## src/sv/vlud_pkg.sv

```systemverilog
`timescale 1ns / 1ps
// ----------------------------------------------------------------------------
// vlud_pkg
// shared types, constants and status codes for the variable-length decoder
// ----------------------------------------------------------------------------
package vlud_pkg;

    localparam int unsigned MAX_ZERO_BYTES = 2;
    localparam int unsigned VALUE_WIDTH    = 64;

    localparam logic [63:0] VALUE_MASK =
        (VALUE_WIDTH >= 64) ? ~64'd0 : ((64'd1 << (VALUE_WIDTH % 64)) - 64'd1);

    localparam logic [1:0] MAX_ZEROS = 2'(MAX_ZERO_BYTES);
    localparam logic [4:0] GROUP_BYTES = 5'd7;

    typedef enum logic [1:0] {
        STATUS_OK       = 2'd0,
        STATUS_EOS      = 2'd1,
        STATUS_TOO_LONG = 2'd2
    } status_t;

    typedef struct packed {
        logic        in_body;
        logic [1:0]  zero_cnt;
        logic [4:0]  remaining;
        logic [63:0] acc;
        logic [4:0]  count;
    } dec_state_t;

    typedef struct packed {
        logic [63:0] value;
        status_t     status;
        logic [4:0]  used;
    } result_t;

endpackage

```

## src/sv/vlud_byte_if.sv

```systemverilog
`timescale 1ns / 1ps
// ----------------------------------------------------------------------------
// vlud_byte_if
// input channel: one coded byte or an end-of-stream mark per transfer
// ----------------------------------------------------------------------------
interface vlud_byte_if;
    logic       valid;
    logic       ready;
    logic [7:0] data_byte;
    logic       end_of_stream;

    modport source (output valid, output data_byte, output end_of_stream, input ready);
    modport sink   (input valid, input data_byte, input end_of_stream, output ready);
endinterface

```

## src/sv/vlud_result_if.sv

```systemverilog
`timescale 1ns / 1ps
// ----------------------------------------------------------------------------
// vlud_result_if
// output channel: one decoded number with status per transfer
// ----------------------------------------------------------------------------
interface vlud_result_if;
    logic        valid;
    logic        ready;
    logic [63:0] decoded_value;
    logic [1:0]  status;
    logic [4:0]  bytes_used;

    modport source (output valid, output decoded_value, output status,
                    output bytes_used, input ready);
    modport sink   (input valid, input decoded_value, input status,
                    input bytes_used, output ready);
endinterface

```

## src/sv/vlud_step.sv

```systemverilog
`timescale 1ns / 1ps
// ----------------------------------------------------------------------------
// vlud_step
// next-state and result logic for one byte of the coded stream
// ----------------------------------------------------------------------------
module vlud_step
(
    input  vlud_pkg::dec_state_t state,
    input  logic [7:0]           data_byte,
    input  logic                 end_of_stream,
    output vlud_pkg::dec_state_t state_next,
    output logic                 has_result,
    output vlud_pkg::result_t    result
);

    logic [5:0] used_wide;
    logic [4:0] used_sat;
    logic [2:0] marker_pos;
    logic [7:0] low_mask;
    logic [4:0] first_remaining;
    logic [63:0] marker_acc;
    logic [63:0] body_acc;
    logic [4:0] body_remaining;

    // position of highest set bit, zero for a zero byte
    function automatic logic [2:0] top_bit(input logic [7:0] b);
        logic [2:0] p;
        p = 3'd0;
        for (int i = 1; i < 8; i++)
        begin
            if (b[i])
            begin
                p = 3'(i);
            end
        end
        return p;
    endfunction

    assign used_wide       = {1'b0, state.count} + 6'd1;
    assign used_sat        = used_wide[5] ? 5'd31 : used_wide[4:0];
    assign marker_pos      = top_bit(data_byte);
    assign low_mask        = ~(8'hFF << marker_pos);
    assign first_remaining = (5'd7 - {2'b00, marker_pos})
                           + vlud_pkg::GROUP_BYTES * {3'b000, state.zero_cnt};
    assign marker_acc      = {56'd0, data_byte & low_mask} & vlud_pkg::VALUE_MASK;
    assign body_acc        = {state.acc[55:0], data_byte} & vlud_pkg::VALUE_MASK;
    assign body_remaining  = state.remaining - 5'd1;

    always_comb
    begin
        state_next    = state;
        has_result    = 1'b0;
        result.value  = 64'd0;
        result.status = vlud_pkg::STATUS_OK;
        result.used   = used_sat;

        if (end_of_stream)
        begin
            has_result    = 1'b1;
            result.status = vlud_pkg::STATUS_EOS;
            result.used   = state.count;
        end
        else if (!state.in_body)
        begin
            if (data_byte == 8'h00)
            begin
                if (state.zero_cnt >= vlud_pkg::MAX_ZEROS)
                begin
                    has_result    = 1'b1;
                    result.status = vlud_pkg::STATUS_TOO_LONG;
                end
                else
                begin
                    state_next.zero_cnt = state.zero_cnt + 2'd1;
                    state_next.count    = used_wide[4:0];
                end
            end
            else if (first_remaining == 5'd0)
            begin
                has_result   = 1'b1;
                result.value = marker_acc;
            end
            else
            begin
                state_next.in_body   = 1'b1;
                state_next.acc       = marker_acc;
                state_next.remaining = first_remaining;
                state_next.count     = used_sat;
            end
        end
        else
        begin
            state_next.acc       = body_acc;
            state_next.remaining = body_remaining;
            state_next.count     = used_sat;
            if (body_remaining == 5'd0)
            begin
                has_result   = 1'b1;
                result.value = body_acc;
            end
        end

        // every result returns the decoder to idle
        if (has_result)
        begin
            state_next = '0;
        end
    end

endmodule

```

## src/sv/vlud_out_buf.sv

```systemverilog
`timescale 1ns / 1ps
// ----------------------------------------------------------------------------
// vlud_out_buf
// result register with a skid stage, ready taken straight from a flop
// ----------------------------------------------------------------------------
module vlud_out_buf
(
    input  logic                     clk,
    input  logic                     rst_n,
    input  logic                     push,
    input  vlud_pkg::result_t        push_data,
    output logic                     space,
    output logic                     out_valid,
    output vlud_pkg::result_t        out_data,
    input  logic                     out_ready
);

    logic              out_valid_reg;
    logic              out_valid_next;
    logic              skid_valid_reg;
    logic              skid_valid_next;
    vlud_pkg::result_t out_data_reg;
    vlud_pkg::result_t out_data_next;
    vlud_pkg::result_t skid_data_reg;
    vlud_pkg::result_t skid_data_next;
    logic              pop;

    assign pop       = out_valid_reg && out_ready;
    assign space     = !skid_valid_reg;
    assign out_valid = out_valid_reg;
    assign out_data  = out_data_reg;

    always_comb
    begin
        out_valid_next  = out_valid_reg;
        skid_valid_next = skid_valid_reg;
        out_data_next   = out_data_reg;
        skid_data_next  = skid_data_reg;
        if (pop)
        begin
            if (skid_valid_reg)
            begin
                out_data_next   = skid_data_reg;
                skid_valid_next = 1'b0;
            end
            else if (push)
            begin
                out_data_next = push_data;
            end
            else
            begin
                out_valid_next = 1'b0;
            end
        end
        else if (push)
        begin
            if (!out_valid_reg)
            begin
                out_data_next  = push_data;
                out_valid_next = 1'b1;
            end
            else
            begin
                skid_data_next  = push_data;
                skid_valid_next = 1'b1;
            end
        end
    end

    always_ff @(posedge clk or negedge rst_n)
    begin
        if (!rst_n)
        begin
            out_valid_reg  <= 1'b0;
            skid_valid_reg <= 1'b0;
        end
        else
        begin
            out_valid_reg  <= out_valid_next;
            skid_valid_reg <= skid_valid_next;
        end
    end

    always_ff @(posedge clk)
    begin
        out_data_reg  <= out_data_next;
        skid_data_reg <= skid_data_next;
    end

`ifndef ASSERT_OFF
    a_skid_behind_out: assert property (@(posedge clk) disable iff (!rst_n)
        skid_valid_reg |-> out_valid_reg)
        else $error("skid stage holds a result while output register is empty");

    a_push_has_room: assert property (@(posedge clk) disable iff (!rst_n)
        (push && !pop && out_valid_reg) |-> !skid_valid_reg)
        else $error("result pushed with both stages full");

    a_full_drains: assert property (@(posedge clk) disable iff (!rst_n)
        (skid_valid_reg && pop) |=> (out_valid_reg && !skid_valid_reg))
        else $error("skid stage did not move into output register");
`endif

endmodule

```

## src/sv/variable_length_uint_decoder.sv

```systemverilog
`timescale 1ns / 1ps
// ----------------------------------------------------------------------------
// variable_length_uint_decoder
// decodes length-prefixed unsigned integers from a byte stream
// ----------------------------------------------------------------------------
// result: the transfer of the byte that completes a number (or of an end-of-stream
//   mark or excess zero byte) is registered into the result register or skid stage
// throughput: one byte per cycle; ready drops only when both the result
//   register and its skid stage hold results not yet taken
// reset: rst_n clears the decoder state and both output stages at once
module variable_length_uint_decoder
(
    input  logic          clk,
    input  logic          rst_n,
    vlud_byte_if.sink     byte_stream,
    vlud_result_if.source result_stream
);

    // decoder state, updated once per accepted byte
    vlud_pkg::dec_state_t state_reg;
    vlud_pkg::dec_state_t state_next;

    logic              accept;
    logic              has_result;
    logic              space;
    logic              res_valid;
    vlud_pkg::result_t result;
    vlud_pkg::result_t res_data;

    // ready comes from the skid flop, so a stalled sink never blocks a byte
    // while a stage is still free
    assign byte_stream.ready = space;
    assign accept            = byte_stream.valid && space;

    // single pass: priority detect, counters and accumulator shift
    vlud_step u_step
    (
        .state         (state_reg),
        .data_byte     (byte_stream.data_byte),
        .end_of_stream (byte_stream.end_of_stream),
        .state_next    (state_next),
        .has_result    (has_result),
        .result        (result)
    );

    always_ff @(posedge clk or negedge rst_n)
    begin
        if (!rst_n)
        begin
            state_reg <= '0;
        end
        else if (accept)
        begin
            state_reg <= state_next;
        end
    end

    // result register plus skid stage
    vlud_out_buf u_out_buf
    (
        .clk       (clk),
        .rst_n     (rst_n),
        .push      (accept && has_result),
        .push_data (result),
        .space     (space),
        .out_valid (res_valid),
        .out_data  (res_data),
        .out_ready (result_stream.ready)
    );

    assign result_stream.valid         = res_valid;
    assign result_stream.decoded_value = res_data.value;
    assign result_stream.status        = res_data.status;
    assign result_stream.bytes_used    = res_data.used;

`ifndef ASSERT_OFF
    // idle decoder has nothing outstanding
    a_idle_clean: assert property (@(posedge clk) disable iff (!rst_n)
        !state_reg.in_body |-> (state_reg.remaining == 5'd0))
        else $error("bytes outstanding while idle");

    // in the body at least one byte is always still owed
    a_body_owes: assert property (@(posedge clk) disable iff (!rst_n)
        state_reg.in_body |-> (state_reg.remaining != 5'd0))
        else $error("body state with no bytes outstanding");

    // an end-of-stream transfer always resets the decoder
    a_eos_idle: assert property (@(posedge clk) disable iff (!rst_n)
        (accept && byte_stream.end_of_stream) |=>
            (!state_reg.in_body && state_reg.zero_cnt == 2'd0 && state_reg.count == 5'd0))
        else $error("decoder not idle after end of stream");

    // error results carry a zero value
    a_err_zero: assert property (@(posedge clk) disable iff (!rst_n)
        (res_valid && res_data.status != vlud_pkg::STATUS_OK) |->
            (res_data.value == 64'd0))
        else $error("error result with nonzero value");
`endif

endmodule
```

## src/flat_wrapper.sv

```systemverilog
// flat-port wrapper written by rule: the top's interface ports become plain ports
module variable_length_uint_decoder_flat 
  (clk, rst_n, byte_stream_valid, byte_stream_data_byte, byte_stream_end_of_stream, byte_stream_ready, result_stream_valid, result_stream_decoded_value, result_stream_status, result_stream_bytes_used, result_stream_ready);
  vlud_byte_if byte_stream_i ();
  vlud_result_if result_stream_i ();
  input  logic clk;
  input  logic rst_n;
  input wire logic [$bits(byte_stream_i.valid)-1:0] byte_stream_valid;
  input wire logic [$bits(byte_stream_i.data_byte)-1:0] byte_stream_data_byte;
  input wire logic [$bits(byte_stream_i.end_of_stream)-1:0] byte_stream_end_of_stream;
  output wire logic [$bits(byte_stream_i.ready)-1:0] byte_stream_ready;
  output wire logic [$bits(result_stream_i.valid)-1:0] result_stream_valid;
  output wire logic [$bits(result_stream_i.decoded_value)-1:0] result_stream_decoded_value;
  output wire logic [$bits(result_stream_i.status)-1:0] result_stream_status;
  output wire logic [$bits(result_stream_i.bytes_used)-1:0] result_stream_bytes_used;
  input wire logic [$bits(result_stream_i.ready)-1:0] result_stream_ready;
  assign byte_stream_i.valid = byte_stream_valid;
  assign byte_stream_i.data_byte = byte_stream_data_byte;
  assign byte_stream_i.end_of_stream = byte_stream_end_of_stream;
  assign byte_stream_ready = byte_stream_i.ready;
  assign result_stream_valid = result_stream_i.valid;
  assign result_stream_decoded_value = result_stream_i.decoded_value;
  assign result_stream_status = result_stream_i.status;
  assign result_stream_bytes_used = result_stream_i.bytes_used;
  assign result_stream_i.ready = result_stream_ready;
  variable_length_uint_decoder u_core (.clk(clk), .rst_n(rst_n), .byte_stream(byte_stream_i), .result_stream(result_stream_i));
endmodule
```

## config.mk

```make
export PLATFORM = sky130hd
export DESIGN_NAME = variable_length_uint_decoder_flat
export DESIGN_NICKNAME = d
export VERILOG_FILES = /design/src/sv/vlud_pkg.sv /design/src/sv/vlud_byte_if.sv /design/src/sv/vlud_result_if.sv /design/src/sv/vlud_step.sv /design/src/sv/vlud_out_buf.sv /design/src/sv/variable_length_uint_decoder.sv /design/src/flat_wrapper.sv
export SDC_FILE = /design/constraint.sdc
export NUM_CORES = 1
export LEC_CHECK = 0
export BUFFER_PORTS_ARGS = -buffer_cell sky130_fd_sc_hd__buf_2
export CORE_UTILIZATION = 45
export DETAILED_ROUTE_END_ITERATION = 10
export SYNTH_ARGS = -nofsm -noshare
export SYNTH_HDL_FRONTEND = slang
export SYNTH_SLANG_ARGS = --single-unit
export TNS_END_PERCENT = 1
```

## constraint.sdc

```tcl
create_clock -name clk -period 7.8 [get_ports clk]
set_input_delay 0.78 -clock clk [delete_from_list [all_inputs] [get_ports clk]]
set_output_delay 0.78 -clock clk [all_outputs]
set_load 0.01 [all_outputs]
```

# Word-level counts from Yosys, hierarchy flattened
# Index checks and enable logic that the tools add are counted.
# word_totals
reg_bits	213
latchBits	0
ram_bits	0
romBits	0
input_bits	13
out_inout_bits	73
n_memories	0
# op_classes
add_sub_neg	5
mul	1
div_mod_pow	0
order_cmp	1
eq_ne	10
n_shift	1
muxes	48
n_bitwise	3
reduce_logical	19
# ops
operator	n
71-bit 2-to-1 mux	5
64-bit 2-to-1 mux	4
77-bit 2-to-1 mux	2
74-bit 2-to-1 mux	2
69-bit 2-to-1 mux	1
5-bit 2-to-1 mux	4
1-bit 2-to-1 mux	16
2-bit 2-to-1 mux	8
3-bit 2-to-1 mux	5
5-bit logical NOT	2
3-bit AND reduction	3
8-bit bitwise AND	1
8-bit logical NOT	1
8-bit 2-to-1 mux	1
4-bit by 2-bit inequality test with 1-bit output, second input constant	2
8-bit NOT	1
4-bit AND reduction	2
2-bit nonzero test	4
8-bit by 3-bit left shift with 8-bit output, first input constant	1
5-bit by 1-bit adder with 6-bit output, second input constant	1
2-bit by 1-bit inequality test with 1-bit output, second input constant	3
2-bit inequality test, second input constant	3
3-bit by 1-bit inequality test with 1-bit output, second input constant	2
5-bit adder	1
10 further kinds	13

# Logic depth before layout (Yosys ltp)
# Gate-level depths: netlist of run 1.
# logic_depth
word_depth	18
depth_mapped	14
mapped_depth_nobuf	13

# Cells and area by module
# From an unflattened synthesis of run 1, not the netlist that was laid out.
# unflattened
cells_unflattened	848
area_unflattened_um2	11209.5
# modules_own_cells
mod	n_inst	cells_each	area_per_inst_um2
vlud_out_buf	1	233	5525.3
variable_length_uint_decoder	1	164	2981.6
vlud_step	1	451	2702.6

# Least setup slack after synthesis of run 1
# OpenSTA, ideal clock, no wires.
# synth_timing
kind	input to register
startpoint	in byte_stream_data_byte[4]
endpoint	reg u_core.u_out_buf.skid_data_reg[0] (netlist name) (enable)
setup_ns	0.502
t_arrival_ns	6.659
required_time_ns	7.298
path_slack_ns	0.639
cell_stages	12
n_path_buf	1
cell_sequence	nor3_1 -> nor3_1 -> fa_1 -> ha_1 -> inv_1 -> fa_1 -> or3b_1 -> a2111o_1 -> a21o_1 -> or3_1 -> buf_6 -> nor2_1
# synth_via
elab_chain_len	13
word_cells_on_any_way	14
classes_between	add/sub (2); mux (8); reduce/logical (4)
# synth_lines
item	line_no	text
start: declaration	flat_wrapper.sv:9	input wire logic [$bits(byte_stream_i.data_byte)-1:0] byte_stream_data_byte;
3-bit 2-to-1 mux (4 in series)	vlud_step.sv:31	if (b[i])
3-bit by 3-bit subtractor with 4-bit output	vlud_step.sv:43	assign first_remaining = (5'd7 - {2'b00, marker_pos})
5-bit adder	vlud_step.sv:44	+ vlud_pkg::GROUP_BYTES * {3'b000, state.zero_cnt};
5-bit logical NOT	vlud_step.sv:78	else if (first_remaining == 5'd0)
1-bit 2-to-1 mux	vlud_step.sv:78	
1-bit 2-to-1 mux *	vlud_step.sv:65	if (data_byte == 8'h00)
1-bit 2-to-1 mux *	vlud_step.sv:63	else if (!state.in_body)
1-bit 2-to-1 mux *	vlud_step.sv:57	if (end_of_stream)
1-bit logical AND *	variable_length_uint_decoder.sv:63	.push (accept && has_result),
3-bit AND reduction (no line) *	-	
end signal: assignment	vlud_out_buf.sv:87	skid_data_reg <= skid_data_next;
end: declaration	vlud_out_buf.sv:24	vlud_pkg::result_t skid_data_reg;
# Every way passes the cells marked *; elsewhere a longest branch is shown, timed or not.
# A chain may end at the register's enable or synchronous reset.

# Worst setup path after layout of run 1
# layout_timing
startpoint	in byte_stream_data_byte[3]
endpoint	reg u_core.u_out_buf.skid_data_reg[43] (netlist name) (enable)
# layout_via
elab_chain_len	14
word_cells_on_any_way	15
classes_between	add/sub (2); mux (9); reduce/logical (4)
# layout_lines
item	line_no
2-bit 2-to-1 mux	vlud_step.sv:31
3-bit 2-to-1 mux (4 in series)	vlud_step.sv:31
3-bit by 3-bit subtractor with 4-bit output	vlud_step.sv:43
5-bit adder	vlud_step.sv:44
5-bit logical NOT	vlud_step.sv:78
1-bit 2-to-1 mux	vlud_step.sv:78
1-bit 2-to-1 mux *	vlud_step.sv:65
1-bit 2-to-1 mux *	vlud_step.sv:63
1-bit 2-to-1 mux *	vlud_step.sv:57
1-bit logical AND *	variable_length_uint_decoder.sv:63
3-bit AND reduction (no line) *	-
# Marks and branches as above.

==> reports/summary.txt, run 1 <==
Status: complete, no violations
DRT iter0 DRCs: 365
Worst slack at placement: 2380 ps
Worst hold path type: input port to async pin
Main area contributors after synthesis: edfxtp_1 (48%), dfrtp_1 (20%), mux2_2 (8.5%), a22o_1 (4.9%), and2_1 (4.0%)
Setup CP Type: input port to register
Routed Antenna Nets: 0
Std cell rows: 50
DR DRC count: 0
Setup TNS: 0 ps
Ys Warns: 0
Fin nets: 712
# port buffers: 85
GRT Residual Overflow: 0
Ys flop type: edfxtp_1
Post-synth top area share: 0.482
CP max FO: 63
Setup-failing EPs final: 0
Startpoint types: input port
Via count: 5,210
CP Capture Type: register
Critical path data required time: 7910 ps
Slew at the pin with the worst max-slew slack: 1070 ps
Worst Clk Skew: 9.23 ps
F_max: 203 MHz
Leading area contributor after synthesis: edfxtp_1
Post_cts resized: 0
Vias in the first global route: 5,241
Final Max Tran Viols: 0
R2R depth: 10
Final Total Pwr: 3330 uW
Yosys reg bits: 213
CTS tree: done
Longest Clk Path Bufs: 3
H-tree depth: 1
Die height: 142 um
Post-detail-place hpwl: 10,800 um
RSZ-0062 raised after global routing: no
Post-Synthesis Cells: 603
N_diodes: 0
Max-Cap Viols: 0
Fill count: 1,633
Most frequent cell after synthesis: edfxtp_1
Worst-Skew Late Latency: 490 ps
Count of cell types in the netlist: 53
DR vias/cell: 5.40
Gpl congestion: 0.873
CTS root buf: clkbuf_16
Routed WL per cell: 17.8 um
Synth top cells by count: edfxtp_1 (142), dfrtp_1 (71), mux2_2 (67), and2_1 (57), a22o_1 (50)
Core ar.: 0.0190 sq mm
Relative slew margins: 0.285
Share of cells above drive strength 1: 0.291
Ys async rst share: 0.333
EDFF count, synth: 142
Clock-pin slew on the worst setup and hold paths: 60 ps
Largest net degree at the start of global routing: 72
Max VDD drop: 0.161 mV
Total CTS buffers: 23
CP arrival: 5040 ps
Routed WL: 17,200 um
First-pass GRT wire length: 28,200 um
PwrDens: 324 mW/mm^2
Ports: 86
Initial core utilization: 0.465
Mean Syn Cell Area: 14.7 sq um
Syn Std Cell Area: 0.00885 sq mm
Min cycle time layout: 4930 ps
DIE WIDTH: 142 um
Final Hold Viols: 0
Layout area overhead: 16.0%
Die ar.: 0.0202 sq mm
Clk sinks: 213
Initial antenna violation count: 0
Leak: 0.00425 uW
Syn nets: 627
Setup slack after layout: 2870 ps
Seq/Total Area, Yosys: 0.682
Number of iterations in the first detailed-routing pass: 4
Total GRT Usage: 0.177
Hold-fix buffers, CTS: 0
Period utilisation layout: 0.631
Post-CTS setup buffer count: 0
power breakdown:
| part | leakage, uW | switching (uW) | total (uW) | internal [uW] |
|---|---|---|---|---|
| clock network | 0.000342 | 416 | 1020 | 604 |
| logic | 0.00158 | 445 | 714 | 269 |
| registers | 0.00232 | 113 | 1600 | 1480 |
cell usage in the layout, fill, tap and decap left out, types with 8 or more instances in the layout:
cell       instances
o21ai_0           17
inv_1             13
a21oi_1            9
nor2_1            20
ha_1               8
buf_2             85
edfxtp_1         142
dfrtp_1           71
and2_1            57
mux2_2            67
nand2_1           43
clkbuf_16         23
o31ai_1            8
a22o_1            50
per-stage QoR:
step           utilization  cells  area, sq um  hold slack (ps)
4_1_cts              0.540    964        10300              495
6_report             0.540    964        10300              481
5_1_grt              0.540    964        10300              518
3_3_place_gp         0.502    923         9550              477
3_5_place_dp         0.502    923         9550              481
2_1_floorplan            -    603         8850              458
cells by family (layout without fill, tap and decap cells):
family                     after synthesis  after routing  synth area share
xor gates and xnor gates                 3              3           0.00297
AOI/OAI and AO/OA                      109            109            0.0950
buffers and inverters                   45            146            0.0213
DFF                                    213            213             0.682
adders and majority gates               11             11            0.0181
and+or+nand+nor                        153            153            0.0927
muxes                                   69             69            0.0875
worst paths after layout:
check	from	end	slack, ps
min in group clk	u_core.state_reg[58]	u_core.state_reg[58]	490
min	rst_n	u_core.state_reg[74]	480
max reg2reg	u_core.state_reg[75]	u_core.u_out_buf.skid_data_reg[43]	3070
min reg2reg	u_core.state_reg[58]	u_core.state_reg[58]	490
max	byte_stream_data_byte[3]	u_core.u_out_buf.skid_data_reg[43]	2870
max in group asynchronous	rst_n	u_core.state_reg[6]	6690
per-layer routing:
metal	wire [um]	track usage	share of wire	up-vias
met5	0	0	0	-
met4	334	0.0532	0.019	0
met3	736	0.0262	0.043	27
met2	8500	0.299	0.49	123
met1	7610	0.238	0.44	2648
li1	-	-	-	2412
worst max-delay path, cell delays in order:
cell and delay (ps):
buf_2 140, nor2_1 50, nor3_1 140, nor3_1 90, fa_1 480, ha_1 160, inv_1 60, fa_1 550
or3b_1 370, a2111o_1 430, a21o_1 210, or3_1 510, nor2_4 290, buf_4 690
area by class of cell:
cell class                 instances  area, sq um  share of cell area
clock buffer                      31          636              0.0619
timing repair buffer              92          478              0.0465
sequential                       213         6040               0.588
clock inverter                    10         82.6             0.00804
inverter                          13         48.8             0.00475
tap                              260          325              0.0317
multi-input combinational        345         2660               0.259
Note: power is estimated with default switching activity, not from simulation.
==> run 2, diff against run 1 <==
==> constraint.sdc (replaced) <==
create_clock -name clk -period 5.08 [get_ports clk]
set_input_delay 0.508 -clock clk [delete_from_list [all_inputs] [get_ports clk]]
set_output_delay 0.508 -clock clk [all_outputs]
set_load 0.01 [all_outputs]
==> reports/summary.txt, run 2 (synthesized netlist as in run 1, its figures left out) <==
Period utilisation layout: 0.844
First-pass GRT wire length: 28,000 um (-0.66%)
DIE WIDTH: 142 um (unchanged)
CP Cell Sequence: fa_1 > ha_1 > inv_1 > fa_1 > or3b_1 > a2111o_1 > a21o_1 > or3_1 > a21boi_4 > buf_12
GRT Residual Overflow: 0 (unchanged)
CP max FO: 71 (+13%)
CP Capture Type: register
Via count: 5,140 (-1.3%)
R2r setup slk: 790 ps (-2280 ps)
Relative slew margins: 0.301 (+0.0159)
Total CTS buffers: 23 (unchanged)
Hold-fix buffers, CTS: 0 (unchanged)
DR DRC count: 0 (unchanged)
Share of cells above drive strength 1: 0.284 (-0.00670)
Post-route insts no fill: 963 (-0.10%)
Std cell rows: 50 (unchanged)
Setup-failing EPs final: 0 (unchanged)
Longest Clk Path Bufs: 3 (unchanged)
Startpoint types: register
Crit-path max cell delay: 560 ps (-130 ps)
Largest net degree at the start of global routing: 72 (unchanged)
Post-CTS setup buffer count: 0 (unchanged)
Fill count: 1,608 (-1.5%)
Layout area overhead: 16.1% (about the same)
DRT iter0 DRCs: 317 (-13%)
Gpl congestion: 0.840 (-3.8%)
Routed WL: 17,200 um (+0.22%)
CP most frequent cell: fa_1
Total GRT Usage: 0.177 (-0.000612)
CTS tree: done
Final Max Tran Viols: 0 (unchanged)
Ports: 86 (unchanged)
Most frequent cells in the layout: edfxtp_1 (142), buf_2 (85), dfrtp_1 (71), mux2_2 (67), and2_1 (57)
Final Cell Area: 0.0103 sq mm (about the same)
Initial core utilization: 0.465 (unchanged)
Worst-Skew Late Latency: 490 ps (about the same)
Critical register-to-register path startpoint: u_core.state_reg[74]
RSZ-0062 raised after global routing: no
Max-Cap Viols: 0 (unchanged)
Clk sinks: 213 (unchanged)
H-tree depth: 1 (unchanged)
Worst Clk Skew: 11.8 ps (+2.56 ps)
# port buffers: 85 (unchanged)
Core ar.: 0.0190 sq mm (unchanged)
Post_cts resized: 0 (unchanged)
Worst hold path type: input port to async pin
Clock-pin slew on the worst setup and hold paths: 60 ps (about the same)
Leak: 0.00425 uW (about the same)
Critical path data required time: 5230 ps (-2680 ps)
Worst slack at placement: 402 ps (-1970 ps)
CP arrival: 4440 ps (-600 ps)
Max VDD drop: 0.391 mV (+140%)
Min cycle time layout: 4290 ps
FF-to-FF End: u_core.u_out_buf.out_data[63]
Setup slack after layout: 790 ps (-2080 ps)
F_max: 233 MHz
Status: complete, no violations
Core Util, Final: 0.540 (about the same)
Worst path slowest cell: fa_1
Fin nets: 711 (-0.14%)
Routed WL per cell: 17.9 um (+0.33%)
Vias in the first global route: 5,162 (-1.5%)
Initial antenna violation count: 0 (unchanged)
Final Total Pwr: 5140 uW (+54%)
Routed Antenna Nets: 0 (unchanged)
Number of iterations in the first detailed-routing pass: 4 (unchanged)
Cells after DPL: 922 (-0.11%)
CTS root buf: clkbuf_16
Post-detail-place hpwl: 10,700 um (-0.15%)
Slew at the pin with the worst max-slew slack: 1050 ps (-23.8 ps)
DR vias/cell: 5.34 (-1.2%)
Final Hold Viols: 0 (unchanged)
R2R depth: 10 (unchanged)
N_diodes: 0 (unchanged)
Setup CP Type: register to register
Area of the multi-input gates: 0.00266 sq mm (unchanged)
PwrDens: 500 mW/mm^2 (+54%)
Area after DPL: 0.00957 sq mm (+0.18%)
Die ar.: 0.0202 sq mm (unchanged)
Commonest non-fill, non-tap cell in the layout: edfxtp_1
Die height: 142 um (unchanged)
Reg area: 0.00604 sq mm (unchanged)
## run 2: worst max path at each step
stage / from / end / slack (ps) / cells after the start
6_report: u_core.state_reg[74] / u_core.u_out_buf.out_data[63] / 790 / 10
5_1_grt: u_core.state_reg[74] / u_core.u_out_buf.out_data[52] / 610 / 10
4_1_cts: u_core.state_reg[74] / u_core.u_out_buf.out_data[59] / 790 / 10
3_5_place_dp: byte_stream_data_byte[3] / u_core.u_out_buf.out_data[57] / 400 / 14
3_3_place_gp: byte_stream_data_byte[3] / u_core.u_out_buf.out_data[63] / 500 / 14
2_1_floorplan: byte_stream_data_byte[4] / u_core.u_out_buf.skid_data_reg[0] / -580 / 12
## run 2: per-stage QoR
stage,setup TNS (ps),hold slack [ps]
after detailed placement,0,483
after global placement,0,479
final,0,167
after floorplan,-41160,212
after CTS,0,193
after global routing,0,248
## run 2: where the power goes
group / total (uW) / internal [uW] / switching (uW)
Sequential: 2450 / 2280 / 174
Combinational: 1110 / 426 / 686
Clock: 1570 / 939 / 635
Total: 5140 / 3640 / 1500
## run 2: cell type report
cell class / instances / area share
clock buffer: 33 / 0.0597
multi-input combinational: 345 / 0.259
clock inverter: 8 / 0.00889
tap: 260 / 0.0317
sequential: 213 / 0.588
timing repair buffer: 91 / 0.0482
inverter: 13 / 0.00475
## run 2: worst max-delay path: cells and delay by family (launching register included)
kind,cells,cell delay (ps)
adders and majority gates,3,1280
DFF,1,450
and+or+nand+nor,2,880
AOI/OAI and AO/OA,3,860
buffers and inverters,2,420
## run 2: per-layer routing
layer  up-vias  global-route usage  wire, um
li1       2424                   -         -
met1      2587               0.241      7750
met2       107               0.300      8570
met3        22              0.0209       575
met4         0              0.0487       324
met5         -                   0         0
